$ cat src/sv/ut8v_pkg.sv
// ----------------------------------------------------------------------------
// UTF-8 stream validator package
// Word layouts, lane classification record and the one-byte decoder step
// shared by the lane, merge and top-level modules.
// ----------------------------------------------------------------------------
package ut8v_pkg;

   localparam int LANES  = 8;
   localparam int BYTE_W = 8;
   localparam int CNT_W  = 4;

   // Limit on the continuation byte that directly follows a lead byte.
   typedef enum logic [2:0] {
      RULE_NONE = 3'd0,
      RULE_E0   = 3'd1,
      RULE_ED   = 3'd2,
      RULE_F0   = 3'd3,
      RULE_F4   = 3'd4
   } rule_type;

   typedef struct packed {
      logic [BYTE_W-1:0] lane0_byte;
      logic [BYTE_W-1:0] lane1_byte;
      logic [BYTE_W-1:0] lane2_byte;
      logic [BYTE_W-1:0] lane3_byte;
      logic [BYTE_W-1:0] lane4_byte;
      logic [BYTE_W-1:0] lane5_byte;
      logic [BYTE_W-1:0] lane6_byte;
      logic [BYTE_W-1:0] lane7_byte;
      logic [CNT_W-1:0]  byte_count;
      logic              end_of_text;
   } req_type;

   typedef struct packed {
      logic text_valid;
      logic all_ascii;
   } rsp_type;

   // What one lane has worked out about its byte, independent of decoder state.
   typedef struct packed {
      logic     active;
      logic     ascii;
      logic     cont;
      logic     ge_a0;
      logic     le_9f;
      logic     ge_90;
      logic     le_8f;
      logic     lead2;
      logic     lead3;
      logic     lead4;
      rule_type lead_rule;
   } lane_class_type;

   typedef struct packed {
      logic [1:0] pend;
      rule_type   rule;
      logic       err;
      logic       non_ascii;
   } dec_state_type;

   typedef struct packed {
      logic fire;
      logic eot;
   } merge_ctl_type;

   localparam dec_state_type DEC_RESET = '{pend: 2'd0, rule: RULE_NONE,
                                           err: 1'b0, non_ascii: 1'b0};

   function automatic dec_state_type dec_step(dec_state_type s, lane_class_type c);
      dec_state_type n;
      logic          bad;
      n   = s;
      bad = 1'b0;
      if (c.active) begin
         if (!c.ascii) begin
            n.non_ascii = 1'b1;
         end
         if (s.pend != 2'd0) begin
            bad = !c.cont;
            case (s.rule)
               RULE_E0: begin
                  if (!c.ge_a0) bad = 1'b1;
               end
               RULE_ED: begin
                  if (!c.le_9f) bad = 1'b1;
               end
               RULE_F0: begin
                  if (!c.ge_90) bad = 1'b1;
               end
               RULE_F4: begin
                  if (!c.le_8f) bad = 1'b1;
               end
               default: begin
               end
            endcase
            if (bad) begin
               n.err  = 1'b1;
               n.pend = 2'd0;
               n.rule = RULE_NONE;
            end else begin
               n.pend = s.pend - 2'd1;
               n.rule = RULE_NONE;
            end
         end else if (c.lead2) begin
            n.pend = 2'd1;
            n.rule = RULE_NONE;
         end else if (c.lead3) begin
            n.pend = 2'd2;
            n.rule = c.lead_rule;
         end else if (c.lead4) begin
            n.pend = 2'd3;
            n.rule = c.lead_rule;
         end else if (!c.ascii) begin
            // Lone continuation or a byte that never appears in UTF-8.
            n.err  = 1'b1;
            n.pend = 2'd0;
            n.rule = RULE_NONE;
         end
      end
      return n;
   endfunction

endpackage

$ cat src/sv/ut8v_lane.sv
// ----------------------------------------------------------------------------
// UTF-8 validator lane
// Classifies one byte of a word: ASCII, continuation range checks, lead kind.
// ----------------------------------------------------------------------------
module ut8v_lane import ut8v_pkg::*; #(
   parameter int LANE_IDX = 0
) (
   input  logic [BYTE_W-1:0] lane_byte,
   input  logic [CNT_W-1:0]  byte_count,
   output lane_class_type    lane_class
);

   always_comb begin
      lane_class        = '0;
      // A count above the lane total simply enables every lane.
      lane_class.active = (32'(byte_count) > 32'(LANE_IDX));
      lane_class.ascii  = (lane_byte <= 8'h7F);
      lane_class.cont   = (lane_byte >= 8'h80) && (lane_byte <= 8'hBF);
      lane_class.ge_a0  = (lane_byte >= 8'hA0);
      lane_class.le_9f  = (lane_byte <= 8'h9F);
      lane_class.ge_90  = (lane_byte >= 8'h90);
      lane_class.le_8f  = (lane_byte <= 8'h8F);
      lane_class.lead2  = (lane_byte >= 8'hC2) && (lane_byte <= 8'hDF);
      lane_class.lead3  = (lane_byte >= 8'hE0) && (lane_byte <= 8'hEF);
      lane_class.lead4  = (lane_byte >= 8'hF0) && (lane_byte <= 8'hF4);
      case (lane_byte)
         8'hE0:   lane_class.lead_rule = RULE_E0;
         8'hED:   lane_class.lead_rule = RULE_ED;
         8'hF0:   lane_class.lead_rule = RULE_F0;
         8'hF4:   lane_class.lead_rule = RULE_F4;
         default: lane_class.lead_rule = RULE_NONE;
      endcase
   end

endmodule

$ cat src/sv/ut8v_merge.sv
// ----------------------------------------------------------------------------
// UTF-8 validator merge stage
// Runs the decoder state through the lane results in lane order, keeps the
// per-text state and holds the verdict in the output register.
// ----------------------------------------------------------------------------
module ut8v_merge import ut8v_pkg::*; (
   input  logic           clock,
   input  logic           reset,
   input  lane_class_type lane_class [LANES],
   input  merge_ctl_type  ctl,
   output logic           out_free,
   output logic           rsp_valid,
   input  logic           rsp_stall,
   output rsp_type        rsp_data
);

   dec_state_type state_ff, state_in;
   dec_state_type chain [LANES+1];
   logic          out_valid_ff, out_valid_in;
   rsp_type       out_data_ff, out_data_in;

   always_comb begin
      chain[0] = state_ff;
      for (int i = 0; i < LANES; i++) begin
         chain[i+1] = dec_step(chain[i], lane_class[i]);
      end
   end

   assign out_free = !out_valid_ff || !rsp_stall;

   always_comb begin
      state_in     = state_ff;
      out_valid_in = out_valid_ff && rsp_stall;
      out_data_in  = out_data_ff;
      if (ctl.fire) begin
         if (ctl.eot) begin
            // The last word of a text yields the verdict and starts afresh.
            state_in               = DEC_RESET;
            out_valid_in           = 1'b1;
            out_data_in.text_valid = !chain[LANES].err && (chain[LANES].pend == 2'd0);
            out_data_in.all_ascii  = !chain[LANES].non_ascii;
         end else begin
            state_in = chain[LANES];
         end
      end
   end

   always_ff @(posedge clock) begin
      if (reset) begin
         state_ff     <= DEC_RESET;
         out_valid_ff <= 1'b0;
      end else begin
         state_ff     <= state_in;
         out_valid_ff <= out_valid_in;
      end
      out_data_ff <= out_data_in;
   end

   assign rsp_valid = out_valid_ff;
   assign rsp_data  = out_data_ff;

endmodule

$ cat src/sv/utf8_stream_validator.sv
// ----------------------------------------------------------------------------
// UTF-8 stream validator
// Strict UTF-8 check over a text that arrives eight bytes to a word.
//
//   channel  direction  ports                          carries
//   req      in         req_valid req_stall req_data   eight bytes, count, end
//   rsp      out        rsp_valid rsp_stall rsp_data   verdict, all-ASCII flag
//
// One word is taken every cycle while req_stall is low. The lanes classify their
// bytes in the first stage; the merge stage chains the decoder state through the
// lanes and holds the state between words, so a verdict is offered at the earliest
// once the last word of a text has passed the lane stage register and the output
// register. Reset is synchronous and clears the decoder state and both valid flags.
// While a verdict is stalled, a word that ends a text waits in the lane stage and
// holds the input back behind it; other words keep flowing.
// ----------------------------------------------------------------------------
module utf8_stream_validator import ut8v_pkg::*; (
   input  logic    clock,
   input  logic    reset,
   input  logic    req_valid,
   output logic    req_stall,
   input  req_type req_data,
   output logic    rsp_valid,
   input  logic    rsp_stall,
   output rsp_type rsp_data
);

   logic [BYTE_W-1:0] lane_byte [LANES];
   lane_class_type    lane_class [LANES];
   lane_class_type    s1_class_ff [LANES];
   logic              s1_valid_ff, s1_valid_in;
   logic              s1_eot_ff;
   logic              s1_advance;
   logic              accept;
   logic              out_free;
   merge_ctl_type     ctl;

   assign lane_byte[0] = req_data.lane0_byte;
   assign lane_byte[1] = req_data.lane1_byte;
   assign lane_byte[2] = req_data.lane2_byte;
   assign lane_byte[3] = req_data.lane3_byte;
   assign lane_byte[4] = req_data.lane4_byte;
   assign lane_byte[5] = req_data.lane5_byte;
   assign lane_byte[6] = req_data.lane6_byte;
   assign lane_byte[7] = req_data.lane7_byte;

   for (genvar g = 0; g < LANES; g++) begin : g_lane
      ut8v_lane #(.LANE_IDX(g)) u_lane (
         .lane_byte  (lane_byte[g]),
         .byte_count (req_data.byte_count),
         .lane_class (lane_class[g])
      );
   end

   // Only a word that ends a text needs room in the output register.
   assign s1_advance = s1_valid_ff && (!s1_eot_ff || out_free);
   assign req_stall  = s1_valid_ff && !s1_advance;
   assign accept     = req_valid && !req_stall;

   always_comb begin
      s1_valid_in = s1_valid_ff;
      if (accept) begin
         s1_valid_in = 1'b1;
      end else if (s1_advance) begin
         s1_valid_in = 1'b0;
      end
   end

   always_ff @(posedge clock) begin
      if (reset) begin
         s1_valid_ff <= 1'b0;
      end else begin
         s1_valid_ff <= s1_valid_in;
      end
      if (accept) begin
         s1_class_ff <= lane_class;
         s1_eot_ff   <= req_data.end_of_text;
      end
   end

   assign ctl = '{fire: s1_advance, eot: s1_eot_ff};

   ut8v_merge u_merge (
      .clock      (clock),
      .reset      (reset),
      .lane_class (s1_class_ff),
      .ctl        (ctl),
      .out_free   (out_free),
      .rsp_valid  (rsp_valid),
      .rsp_stall  (rsp_stall),
      .rsp_data   (rsp_data)
   );

endmodule

$ cat config.mk
export PLATFORM = sky130hd
export DESIGN_NAME = utf8_stream_validator
export DESIGN_NICKNAME = d
export VERILOG_FILES = /design/src/sv/ut8v_pkg.sv /design/src/sv/ut8v_lane.sv /design/src/sv/ut8v_merge.sv /design/src/sv/utf8_stream_validator.sv
export SDC_FILE = /design/constraint.sdc
export NUM_CORES = 1
export LEC_CHECK = 0
export ABC_CLOCK_PERIOD_IN_PS = 8300
export BUFFER_PORTS_ARGS = -buffer_cell sky130_fd_sc_hd__buf_2
export CAP_MARGIN = 20
export CORE_MARGIN = 2
export CORE_UTILIZATION = 55
export CTS_BUF_LIST = sky130_fd_sc_hd__clkbuf_4 sky130_fd_sc_hd__clkbuf_8
export DETAILED_ROUTE_END_ITERATION = 7
export GPL_TIMING_DRIVEN = 0
export PLACE_DENSITY_LB_ADDON = 0.05
export SYNTH_ARGS = -nofsm -noshare
export SYNTH_HDL_FRONTEND = slang
export SYNTH_HIERARCHICAL = 1
export SYNTH_SLANG_ARGS = --single-unit
export TNS_END_PERCENT = 10
$ cat constraint.sdc
create_clock -name clock -period 8.3 [get_ports clock]
set_clock_uncertainty 0.05 [all_clocks]
set_input_delay 0.415 -clock clock [delete_from_list [all_inputs] [get_ports clock]]
set_output_delay 0.415 -clock clock [all_outputs]
set_load 0.01 [all_outputs]
**After elaboration in Yosys (flattened, before gate mapping)**

Index checks and enable logic that the tools add are counted.

- Output and inout port bits: 4
- ROM bits: 0
- Memories kept: 0
- Logic and storage cells: 511
- Register bits: 116
- Bits in latches: 0
- Input port bits: 73
- RAM bits: 0

- $add $sub $neg: 8
- Equality and inequality tests: 64
- Reductions and logical operators: 65
- $mul: 0
- Muxes and demuxes: 165
- $lt $le $gt $ge: 112
- Div/mod/pow operators: 0
- Bitwise gates (word level): 0
- Shift-type cells: 0

Operators with widths:

| cell | count |
|---|---|
| $ge A8 B8 Y1 const B | 48 |
| $le A8 B8 Y1 const B | 48 |
| $eq A8 B8 Y1 const B | 32 |
| $mux W5 | 32 |
| $mux W6 | 16 |
| $pmux W3 S4 | 8 |
| $mux W1 | 92 |
| $le A8 B7 Y1 const B | 8 |
| $mux W7 | 9 |
| $eq A3 B2 Y1 const B | 16 |
| $logic_and A1 B1 Y1 | 37 |
| $pmux W1 S4 | 8 |
| $eq A3 B1 Y1 const B | 8 |
| $eq A3 B3 Y1 const B | 8 |
| $reduce_bool A2 Y1 | 9 |
| $gt A4 B3 Y1 const B | 4 |
| $sub A2 B1 Y2 const B | 8 |
| $logic_not A1 Y1 | 15 |
| $gt A4 B1 Y1 const B | 2 |
| $gt A4 B2 Y1 const B | 2 |
| $logic_not A2 Y1 | 1 |
| $logic_or A1 B1 Y1 | 2 |
| $reduce_and A2 Y1 | 1 |

**Depth between registers and ports, before layout**

Gate-level depths: netlist of the first run.

- Depth in word-level cells: 59
- Mapped depth: 35
- Mapped depth without buffers: 34

**By module**

Netlist of the first run, hierarchy kept.

Modules (own cells, without submodules):

| module | sequential area each (µm²) | cells each | area an instance (µm²) | times used |
|---|---|---|---|---|
| utf8_stream_validator | 3173.0 | 113 | 3223.1 | 1 |
| ut8v_merge | 220.2 | 380 | 2653.8 | 1 |
| ut8v_lane (g_lane[1].u_lane ...) | 0.0 | 22 | 125.1 | 2 |
| ut8v_lane (g_lane[0].u_lane) | 0.0 | 22 | 133.9 | 1 |
| ut8v_lane (g_lane[3].u_lane) | 0.0 | 22 | 132.6 | 1 |
| ut8v_lane (g_lane[2].u_lane) | 0.0 | 22 | 130.1 | 1 |
| ut8v_lane (g_lane[4].u_lane) | 0.0 | 23 | 130.1 | 1 |
| ut8v_lane (g_lane[6].u_lane) | 0.0 | 22 | 127.6 | 1 |
| ut8v_lane (g_lane[5].u_lane) | 0.0 | 22 | 126.4 | 1 |

**Worst setup path before layout of the first run**

Ideal clock, no wire load.

- Kind: register to register
- Start: register u_merge.state_ff, in the netlist u_merge/chain[58]
- End: register u_merge.out_data_ff, in the netlist u_merge/rsp_data[1] (data pin)
- Buffers on the path: 1
- Period minus slack after synthesis: 7.045 ns
- Arrival: 6.863 ns
- Required time: 8.118 ns
- Stages on the path, launching flop included: 32
- Setup time: 0.132 ns
- Setup slack: 1.255 ns
- Cell sequence: dfxtp_1 -> or4b_1 -> and2_1 -> a31o_1 -> a311o_1 -> buf_6 -> mux2i_1 -> o41ai_1 -> a22oi_1 -> or3_1 -> o211a_1 -> o31ai_1 -> o21ai_0 -> a211oi_1 -> a211o_1 -> o21ai_0 -> a21o_1 -> inv_1 -> ha_1 -> nor2b_1 -> nand2_1 -> a21o_1 -> a22o_1 -> ha_1 -> nor2b_1 -> nand3_1 -> o2111ai_1 -> a21oi_1 -> o211ai_1 -> a221o_1 -> a221o_1 -> and3b_1

- Cells in the longest elaborated chain, start to end: 51
- Elaborated cells on any way between the ends: 158
- Classes of those cells: 7 x add/sub; 32 x eq/ne; 109 x mux; 10 x reduce/logical

Ends and longest elaborated chain:

| element | line | RTL |
|---|---|---|
| start: declaration | ut8v_merge.sv:17 | `dec_state_type state_ff, state_in;` |
| start signal: assignment | ut8v_merge.sv:53 | `state_ff <= state_in;` |
| $eq A3 B3 Y1 (tied with other cells) | ut8v_pkg.sv:80 | `case (s.rule)` |
| $pmux W1 S4 / $mux W5 (equally long branches) | ut8v_pkg.sv:80, ut8v_pkg.sv:110 |  |
| $mux W1 / $mux W5 (equally long branches) | ut8v_pkg.sv:78, ut8v_pkg.sv:107 |  |
| $mux W1 / $mux W5 (equally long branches) | ut8v_pkg.sv:74, ut8v_pkg.sv:104 |  |
| $mux W5 (tied with other cells) | ut8v_pkg.sv:96 | `if (bad) begin` |
| $mux W6 / $mux W7 (equally long branches) | ut8v_pkg.sv:78, ut8v_pkg.sv:74 |  |
| $mux W7 (*) | ut8v_pkg.sv:74 | `if (c.active) begin` |
| $mux W6 (tied with other cells) | ut8v_pkg.sv:113 | `end else if (!c.ascii) begin` |
| [35 not listed] | n/a |  |
| $mux W6 / $pmux W1 S4 (equally long branches) | ut8v_pkg.sv:113, ut8v_pkg.sv:80 |  |
| $mux W5 (tied with other cells) | ut8v_pkg.sv:110 | `end else if (c.lead4) begin` |
| $mux W5 (tied with other cells) | ut8v_pkg.sv:107 | `end else if (c.lead3) begin` |
| $mux W5 (tied with other cells) | ut8v_pkg.sv:104 | `end else if (c.lead2) begin` |
| $mux W6 | ut8v_pkg.sv:78 | `if (s.pend != 2'd0) begin` |
| $mux W7 (*) | ut8v_pkg.sv:74 |  |
| $logic_not A2 Y1 / $logic_not A1 Y1 (equally long branches) | ut8v_merge.sv:40 | `out_data_in.text_valid = !chain[LANES].err && (chain[LANES].pend == 2'd0);` |
| $logic_and A1 B1 Y1 (*) | ut8v_merge.sv:40 |  |
| end signal: assignment | ut8v_merge.sv:56 | `out_data_ff <= out_data_in;` |
| end: declaration | ut8v_merge.sv:20 | `rsp_type out_data_ff, out_data_in;` |

Mark *: on every way between the ends. The rest lies on a longest branch, timed or not. The select of a mux whose other input is x is not followed.
A chain may end at the register's enable or synchronous reset.

**Worst setup path in the final report of the first run**

Same ends and word-level chain as after synthesis.

==> metrics.md, run 1 <==
| Metric | Value |
|---|---|
| Total congestion overflow | `0` |
| Total core area | `12100 µm²` |
| Ys Warns | `6` |
| Vias | `5779` |
| CTS max path bufs | `2` |
| Fin. Hold Viols | `0` |
| Syn Nets | `746` |
| Synth cell count leaders | `edfxtp_1 (107), nor2_1 (54), nand2_1 (49)` |
| Layout Nets | `843` |
| Yosys top cell by area | `edfxtp_1` |
| Switch share | `0.272` |
| Antenna violations before repair | `0` |
| Fmax | `0.126 GHz` |
| Routed WL per cell | `16.0 µm` |
| Cell with the most instances after synthesis | `edfxtp_1` |
| Number of global-route vias before repair | `5412` |
| Slew of the pin with the lowest slew margin | `0.683 ns` |
| TritonCTS Sinks | `116` |
| Leak pwr | `2.93 nW` |
| Internal power | `1.02 mW` |
| Row count | `40` |
| Synth top area cells | `edfxtp_1 (47%), o21ai_0 (3.0%), nor2_1 (2.9%), a21oi_1 (2.7%), nand2_1 (2.7%)` |
| Cell Area, Synth | `6910 µm²` |
| PortBufs | `76` |
| Slew Viols, Final | `0` |
| Clock power share | `0.323` |
| Sw power | `0.380 mW` |
| GRT Total Usage | `0.233` |
| First-pass GRT wire length | `24400 µm` |
| Sequential share of the synthesized area | `0.491` |
| Reg power frac | `0.490` |
| WP data arrival | `8.18 ns` |
| Ys flop type | `edfxtp_1` |
| Logic gate share of total power | `0.186` |
| Die Wd | `116 µm` |
| RSZ-0062 raised after global routing | `no` |
| Htree depth | `4` |
| Area growth, synth to finish | `15.8%` |
| Status | `completed` |
| Type of origin of the critical path | `flip-flop` |
| Worst-path fanout max | `10` |
| Largest net degree at the start of global routing | `55` |
| Power Density | `175 nW/µm²` |
| Reg clk slew, reported paths | `0.06 ns` |
| Crit path from | `u_merge/chain[58]$_SDFFE_PP0P_` |
| Peak VDD IR | `0.0997 mV` |
| Async S/R FF share, synth | `0` |
| Synth top area share | `0.465` |
| Cells after Synth | `670` |
| Crit path kind | `flip-flop to flip-flop` |
| Yosys reg bits | `116` |
| Share of layout cells above drive strength 1 | `0.198` |
| Max Cap Violations | `0` |
| Slew HR | `0.545` |
| Setup TNS | `0 ns` |
| Fill count | `999` |
| Min-delay worst type | `input port to flip-flop` |
| Routability cong. | `0.850` |
| Detailed Place HPWL | `11200 µm` |
| Routed Antenna Nets | `0` |
| Critical Path RT | `8.56 ns` |
| CTS Buf Count | `17` |
| R2R cell count | `31` |
| CP peak stage delay | `0.58 ns` |
| WHS Path Cells | `2` |
| Worst-Skew Late Latency | `0.44 ns` |
| Final WL | `15100 µm` |
| Initial Utilization | `0.570` |
| Antenna diodes | `0` |
| Critical path's slowest cell | `or4b_1` |
| Via/cell ratio | `6.10` |
| Average cell area after synthesis | `10.3 µm²` |
| DR pass1 iterations | `5` |
| Initial drt markers | `346` |
| Worst r2r src | `u_merge/chain[58]$_SDFFE_PP0P_` |
| IO Count | `77` |
| Crit end category | `flip-flop` |
| Hold Crit Start | `reset` |
| DRC | `0` |
| Die Y | `116 µm` |
| Post-layout min period | `7.93 ns` |
| Post-synth EDFFs | `107` |
| Final Cycle Share | `0.955` |
| Die footprint | `13500 µm²` |
| Synth cell types | `85` |
| Root buf cell | `clkbuf_8` |
| Overall Power | `1.40 mW` |
| Clock tree from TritonCTS | `done` |
| # hold bufs at CTS | `0` |
| # setup viols final | `0` |
-- final cells by class --
type / instances / area, µm² / area share
Clock inverter: 9 / 63.8 / 0.00798
Multi-Input combinational cell: 505 / 3450 / 0.432
Inverter: 36 / 135 / 0.0169
Tap cell: 168 / 210 / 0.0263
Clock buffer: 22 / 272 / 0.0339
Sequential cell: 116 / 3390 / 0.424
Buffer: 13 / 56.3 / 0.00704
Timing Repair Buffer: 78 / 415 / 0.0519
-- power groups by stage --
stage	Combinational, mW	Clock [mW]	Sequential, mW
after floorplan	0.170	0	0.694
after global placement	0.233	0	0.701
after detailed placement	0.245	0	0.698
after CTS	0.250	0.465	0.686
after global routing	0.288	0.487	0.689
final	0.261	0.453	0.686
-- stage by stage --
| step | setup WS, ns | hold WS (ns) | utilization | area, µm² | cells |
|---|---|---|---|---|---|
| after detailed placement | -0.150 | 0.413 | 0.622 | 7530 | 915 |
| after global placement | 0.112 | 0.413 | 0.619 | 7500 | 914 |
| final | 0.374 | 0.0900 | 0.660 | 8000 | 947 |
| after floorplan | 1.26 | 0.395 | - | 6910 | 670 |
| after CTS | 0.0192 | 0.0553 | 0.652 | 7900 | 946 |
| after global routing | 0.0209 | 0.0610 | 0.660 | 8000 | 947 |
-- layer usage --
layer	vias up	track usage	share of wire	routed length (µm)
li1	2857	-	-	-
met1	2764	0.293	0.45	6840
met2	136	0.391	0.49	7420
met3	22	0.0539	0.040	609
met4	0	0.0897	0.017	252
met5	-	0	0	0
-- sequential cells by signal, summed over array words and instances, names as in the netlist --
name / cells
s1_class_ff: 104
u_merge/chain: 7
u_merge/rsp_valid: 1
u_merge/rsp_data: 2
s1_valid_ff: 1
s1_eot_ff: 1
-- worst max-delay path: cells and delay by family, from the launching register on --
family,cells,cell delay (ns)
flip-flops,1,0.36
buffers and inverters,2,0.21
AND/OR/NAND/NOR,8,2.07
adder cells (fa/ha/maj),2,0.45
multiplexers,1,0.22
AO/OA/AOI/OAI,18,4.41
-- repair_timing --
| action | CTS | global route |
|---|---|---|
| buffers inserted | 0 | 1 |
| endpoints found under the setup margin | 2 | 2 |
| resized for setup | 5 | 17 |
| pin swaps | 0 | 4 |
-- cells in the final DEF (no fill, tap or decap), types with 10 or more instances in the layout --
| cell type | synthesis | layout |
|---|---|---|
| a31oi_1 | 10 | 10 |
| nor4_1 | 19 | 18 |
| and2_1 | 12 | 11 |
| o21ai_0 | 42 | 41 |
| clkbuf_1 | 10 | 10 |
| a21oi_1 | 37 | 36 |
| nand3_1 | 18 | 18 |
| nand2b_1 | 10 | 10 |
| or4b_1 | 11 | 11 |
| nand4b_1 | 13 | 13 |
| buf_2 | 0 | 76 |
| nor2_1 | 54 | 54 |
| nor3_1 | 28 | 26 |
| nand2_1 | 49 | 49 |
| edfxtp_1 | 107 | 107 |
| nor2b_1 | 17 | 17 |
| clkbuf_8 | 0 | 17 |
| inv_1 | 36 | 36 |
-- kinds of logic after synthesis --
| logic type | count (synthesis) | synth area share |
|---|---|---|
| AND/OR/NAND/NOR | 291 | 0.247 |
| AO/OA/AOI/OAI | 206 | 0.221 |
| flip-flops | 116 | 0.491 |
| buffers and inverters | 49 | 0.0277 |
| multiplexers | 5 | 0.00761 |
| adder cells (fa/ha/maj) | 3 | 0.00543 |
-- worst paths after layout --
path	end	slack, ns
min reg2reg	u_merge/chain[57]$_SDFFE_PP0P_	0.43
max reg2reg	u_merge/rsp_data[1]$_DFFE_PP_	0.37
min	s1_valid_ff$_SDFFE_PP0P_	0.09
max	u_merge/rsp_data[1]$_DFFE_PP_	0.37
(Power assumes the default switching activity.)
==> inputs of run 2 (changes only) <==
- ABC_CLOCK_PERIOD_IN_PS: 8300 -> 8200
- clock period: 8.3 -> 8.2 ns (I/O delays scaled with it)
==> run 2 against run 1 <==
Against the previous run:
- count of clock-buffer cells in the layout stayed put
- highest routed layer unchanged
- design area rose by 1.2%
- first-iteration DRC count rose by 5.5%
- largest cell class unchanged
- setup slack worse by 0.044 ns
- final cell count increased by 0.42%
- flip-flop and latch count unchanged
==> metrics.md, run 2 (synthesis gave the netlist of run 1 again) <==
| Metric | Value |
|---|---|
| Status | `completed` |
| Routed Antenna Nets | `0` |
| Routed WL per cell | `16.1 µm` |
| Detailed Place HPWL | `11200 µm` |
| Top delay family on crit path | `compound AO/OA/AOI/OAI gates` |
| Layout Nets | `847` |
| Root buf cell | `clkbuf_8` |
| Vias | `5788` |
| Placed Cells | `915` |
| Crit path kind | `flip-flop to flip-flop` |
| Fmax | `0.127 GHz` |
| Worst r2r src | `u_merge/chain[58]$_SDFFE_PP0P_` |
| Commonest non-fill, non-tap cells in the layout | `edfxtp_1 (107), buf_2 (76), nor2_1 (54)` |
| Power Density | `176 nW/µm²` |
| Commonest non-fill, non-tap cell in the layout | `edfxtp_1` |
| Routability cong. | `0.850` |
| Area growth, synth to finish | `17.2%` |
| Type of origin of the critical path | `flip-flop` |
| Initial drt markers | `365` |
| Routed length on met3 | `624 µm` |
| First-pass GRT wire length | `24400 µm` |
| Post-Route M1 WL | `6880 µm` |
| CP Depth | `32` |
| Most flops, register | `s1_class_ff` |
| CTS Buf Count | `17` |
| Worst-Skew Late Latency | `0.44 ns` |
| Die footprint | `13500 µm²` |
| Via/cell ratio | `6.09` |
| Final WL | `15300 µm` |
| Antenna violations before repair | `0` |
| Setup TNS | `0 ns` |
| Die Y | `116 µm` |
| Peak VDD IR | `0.101 mV` |
| Critical path's slowest cell | `or4b_1` |
| Leak pwr | `2.97 nW` |
| Die Wd | `116 µm` |
| CTS max path bufs | `2` |
| DR top layer | `met4` |
| Fin. Hold Viols | `0` |
| Post-layout min period | `7.87 ns` |
| Slew HR | `0.541` |
| Worst path bufs/invs | `3` |
| Share of layout cells above drive strength 1 | `0.207` |
| Final non-filler cell total | `951` |
| Crit end category | `flip-flop` |
| # setup viols final | `0` |
| Critical path endpoint | `u_merge/rsp_data[1]$_DFFE_PP_` |
| DR pass1 iterations | `5` |
| Slew of the pin with the lowest slew margin | `0.688 ns` |
| Htree depth | `4` |
| Slew Viols, Final | `0` |
| IO Count | `77` |
| WP data arrival | `8.13 ns` |
| R2R cell count | `32` |
| Reg clk slew, reported paths | `0.06 ns` |
| Min-delay worst type | `input port to flip-flop` |
| Total core area | `12100 µm²` |
| Met2 wire length | `7530 µm` |
| Fill count | `984` |
| Row count | `40` |
| Antenna diodes | `0` |
| Reg-to-reg critical path endpoint | `u_merge/rsp_data[1]$_DFFE_PP_` |
| Final Cycle Share | `0.960` |
| Initial Utilization | `0.570` |
| Crit path from | `u_merge/chain[58]$_SDFFE_PP0P_` |
| Max reg flops | `104` |
| TritonCTS Sinks | `116` |
| Worst-path fanout max | `10` |
| Total congestion overflow | `0` |
| Critical Path RT | `8.46 ns` |
| PortBufs | `76` |
| CP peak stage delay | `0.58 ns` |
| Number of global-route vias before repair | `5413` |
| Clock tree from TritonCTS | `done` |
| DRC | `0` |
| Worst R2R Setup Slack | `0.33 ns` |
| # hold bufs at CTS | `0` |
| Largest net degree at the start of global routing | `55` |
| GRT Total Usage | `0.233` |
| Max Cap Violations | `0` |
[run 2: stage by stage]
step	worst slack (ns)	utilization	power, mW	hold WS (ns)	instance area (µm²)
3_5_place_dp	-0.250	0.622	0.955	0.413	7530
6_report	0.330	0.669	1.43	0.0845	8100
3_3_place_gp	0.0122	0.619	0.946	0.413	7500
5_1_grt	-0.0365	0.669	1.49	0.0563	8100
2_1_floorplan	1.16	-	0.875	0.395	6910
4_1_cts	0.0507	0.652	1.42	0.0503	7900
[run 2: report_power, final]
group,switching [mW],total (mW),internal (mW)
sequential,0.0161,0.695,0.679
combinational,0.162,0.273,0.111
clock,0.212,0.458,0.247
[run 2: routing by layer]
| layer | global-route usage | vias up |
|---|---|---|
| li1 | - | 2866 |
| met1 | 0.293 | 2765 |
| met2 | 0.391 | 133 |
| met3 | 0.0539 | 24 |
| met4 | 0.0897 | 0 |
| met5 | 0 | - |
[run 2: layout make-up]
| type | instances | area [µm²] | area share |
|---|---|---|---|
| repair buffers | 82 | 458 | 0.0566 |
| flip-flops and latches | 116 | 3390 | 0.419 |
| multi-input cells | 505 | 3510 | 0.433 |
| inverters | 36 | 135 | 0.0167 |
| clock buffers | 22 | 272 | 0.0335 |
| well taps | 168 | 210 | 0.0260 |
| plain buffers | 13 | 56.3 | 0.00695 |
| clock inverters | 9 | 63.8 | 0.00788 |
[run 2: worst min-delay path by stage]
stage | to | slack (ns) | cells past startpoint | start
CTS | s1_valid_ff$_SDFFE_PP0P_ | 0.05 | 2 | reset
global route | s1_valid_ff$_SDFFE_PP0P_ | 0.06 | 2 | reset
global placement | u_merge/chain[57]$_SDFFE_PP0P_ | 0.41 | 2 | u_merge/chain[57]$_SDFFE_PP0P_
detailed placement | u_merge/chain[57]$_SDFFE_PP0P_ | 0.41 | 2 | u_merge/chain[57]$_SDFFE_PP0P_
finish | s1_valid_ff$_SDFFE_PP0P_ | 0.08 | 2 | reset
floorplan | u_merge/chain[57]$_SDFFE_PP0P_ | 0.39 | 2 | u_merge/chain[57]$_SDFFE_PP0P_
[run 2: timing repair]
item                                    in CTS  in global routing
endpoints found under the setup margin       2                  2
gates resized for setup                      6                 25
buffers inserted                             0                  5
pin swaps                                    1                  5
==> inputs of run 3 (changes only) <==
- CORE_UTILIZATION: 55 -> 43
- CTS_CLUSTER_SIZE: unset -> 14
==> run 3 against run 2 <==
Against the previous run:
- sequential share of layout area fell by 1.4 points
- global-route usage fell by 4.4 points
- register-to-register slack got worse by 0.04 ns
- clock power rose by 30%
- die area rose by 27%
- non-clock buffer count rose by 2
- fmax fell by 0.45%
- setup slack got worse by 0.035 ns
- critical path type unchanged
- largest cell class unchanged
==> metrics.md, run 3 (synthesis gave the netlist of run 1 again) <==
| Metric | Value |
|---|---|
| Min-delay worst type | `input port to flip-flop` |
| PortBufs | `76` |
| Type of origin of the critical path | `flip-flop` |
| Clock tree from TritonCTS | `done` |
| Fmax | `0.126 GHz` |
| Detailed Place HPWL | `11800 µm` |
| # hold bufs at CTS | `0` |
| Power Density | `188 nW/µm²` |
| Area growth, synth to finish | `21.5%` |
| Via/cell ratio | `5.75` |
| Post-Route M1 WL | `7460 µm` |
| Worst-path fanout max | `10` |
| # setup viols final | `0` |
| Final non-filler cell total | `1002` |
| Final Cycle Share | `0.964` |
| Total congestion overflow | `0` |
| Root buf cell | `clkbuf_8` |
| DR pass1 iterations | `4` |
| Leak pwr | `3.03 nW` |
| Fin. Hold Viols | `0` |
| First-pass GRT wire length | `25300 µm` |
| Worst-Skew Late Latency | `0.43 ns` |
| Max reg flops | `104` |
| Vias | `5763` |
| Reg clk slew, reported paths | `0.07 ns` |
| Routed Antenna Nets | `0` |
| DR top layer | `met4` |
| Slew of the pin with the lowest slew margin | `0.692 ns` |
| Share of layout cells above drive strength 1 | `0.234` |
| Commonest non-fill, non-tap cells in the layout | `edfxtp_1 (107), buf_2 (76), nor2_1 (53)` |
| Row count | `46` |
| TritonCTS Sinks | `116` |
| Antenna diodes | `0` |
| DRC | `0` |
| Routability cong. | `0.791` |
| Status | `completed` |
| Initial drt markers | `379` |
| Post-layout min period | `7.91 ns` |
| Die Y | `131 µm` |
| WP data arrival | `8.15 ns` |
| Initial Utilization | `0.438` |
| Number of global-route vias before repair | `5326` |
| Critical path's slowest cell | `or4b_4` |
| Total core area | `15800 µm²` |
| CP peak stage delay | `0.56 ns` |
| GRT Total Usage | `0.188` |
| CTS max path bufs | `2` |
| Met2 wire length | `7710 µm` |
| Layout Nets | `849` |
| Crit path kind | `flip-flop to flip-flop` |
| Die Wd | `131 µm` |
| Largest net degree at the start of global routing | `55` |
| Routed length on met3 | `542 µm` |
| Setup TNS | `0 ns` |
| Slew HR | `0.539` |
| Crit end category | `flip-flop` |
| Slew Viols, Final | `0` |
| Critical Path RT | `8.44 ns` |
| Placed Cells | `963` |
| Antenna violations before repair | `0` |
| Most flops, register | `s1_class_ff` |
| Peak VDD IR | `0.134 mV` |
| CTS Buf Count | `17` |
| Max Cap Violations | `0` |
| Die footprint | `17100 µm²` |
| Htree depth | `4` |
| Final WL | `16000 µm` |
| IO Count | `77` |
| Routed WL per cell | `16.0 µm` |
| Commonest non-fill, non-tap cell in the layout | `edfxtp_1` |
run 3: cell types whose count changed in the layout (fill, tap and decap cells not counted), sizes merged:
cell,before,now
buf,85,88
bufinv,1,5
clkinvlp,0,1
clkinv,8,5
clkbuf,32,30
run 3: report_power, final:
group          internal [mW]  switching, mW  total, mW
Clock                  0.372          0.223      0.595
Sequential             0.678         0.0172      0.696
Combinational          0.117          0.168      0.286
run 3: what timing repair did:
| item | 4_1_cts | 5_1_grt |
|---|---|---|
| setup buffers | 0 | 8 |
| setup endpoints to repair | 2 | 3 |
| gates resized for setup | 7 | 49 |
| pin swaps | 1 | 8 |
| hold endpoints to repair | 0 | 0 |
run 3: per-stage QoR:
stage          hold WS, ns  power, mW  utilization  area, µm²  setup slack [ns]
2_1_floorplan        0.395      0.875            -       6910              1.16
3_3_place_gp         0.416      0.951        0.479       7560            -0.125
3_5_place_dp         0.417      0.957        0.481       7590            -0.213
4_1_cts             0.0602       1.56        0.513       8080           0.00292
5_1_grt             0.0564       1.65        0.532       8390          -0.00916
6_report            0.0953       1.58        0.532       8390             0.295
run 3: worst paths after layout:
kind / start / end / slack, ns / depth (start not counted)
max: u_merge/chain[58]$_SDFFE_PP0P_ / u_merge/rsp_data[1]$_DFFE_PP_ / 0.29 / 30
min reg2reg: u_merge/chain[57]$_SDFFE_PP0P_ / u_merge/chain[57]$_SDFFE_PP0P_ / 0.43 / 2
max reg2reg: u_merge/chain[58]$_SDFFE_PP0P_ / u_merge/rsp_data[1]$_DFFE_PP_ / 0.29 / 30
min: reset / s1_valid_ff$_SDFFE_PP0P_ / 0.1 / 2
run 3: worst max-delay path, delay by kind of cell (launching register included):
family | cells | cell delay [ns]
AOI/OAI and AO/OA | 18 | 4.31
adders and majority gates | 2 | 0.51
buffers and inverters | 2 | 0.33
DFF | 1 | 0.36
and+or+nand+nor | 8 | 2.18
run 3: cell type report:
cell class / instances / area [µm²]
sequential: 116 / 3390
multi-input combinational: 505 / 3620
tap: 216 / 270
fill: 1452 / 7380
buffer: 12 / 52.6
clock inverter: 11 / 183
timing repair buffer: 85 / 468
inverter: 36 / 135
clock buffer: 21 / 264
run 3: routing by layer:
layer  vias up  track usage
met3        21       0.0476
met5         -            0
met4         0       0.0620
met2       119        0.309
li1       2880            -
met1      2743        0.246
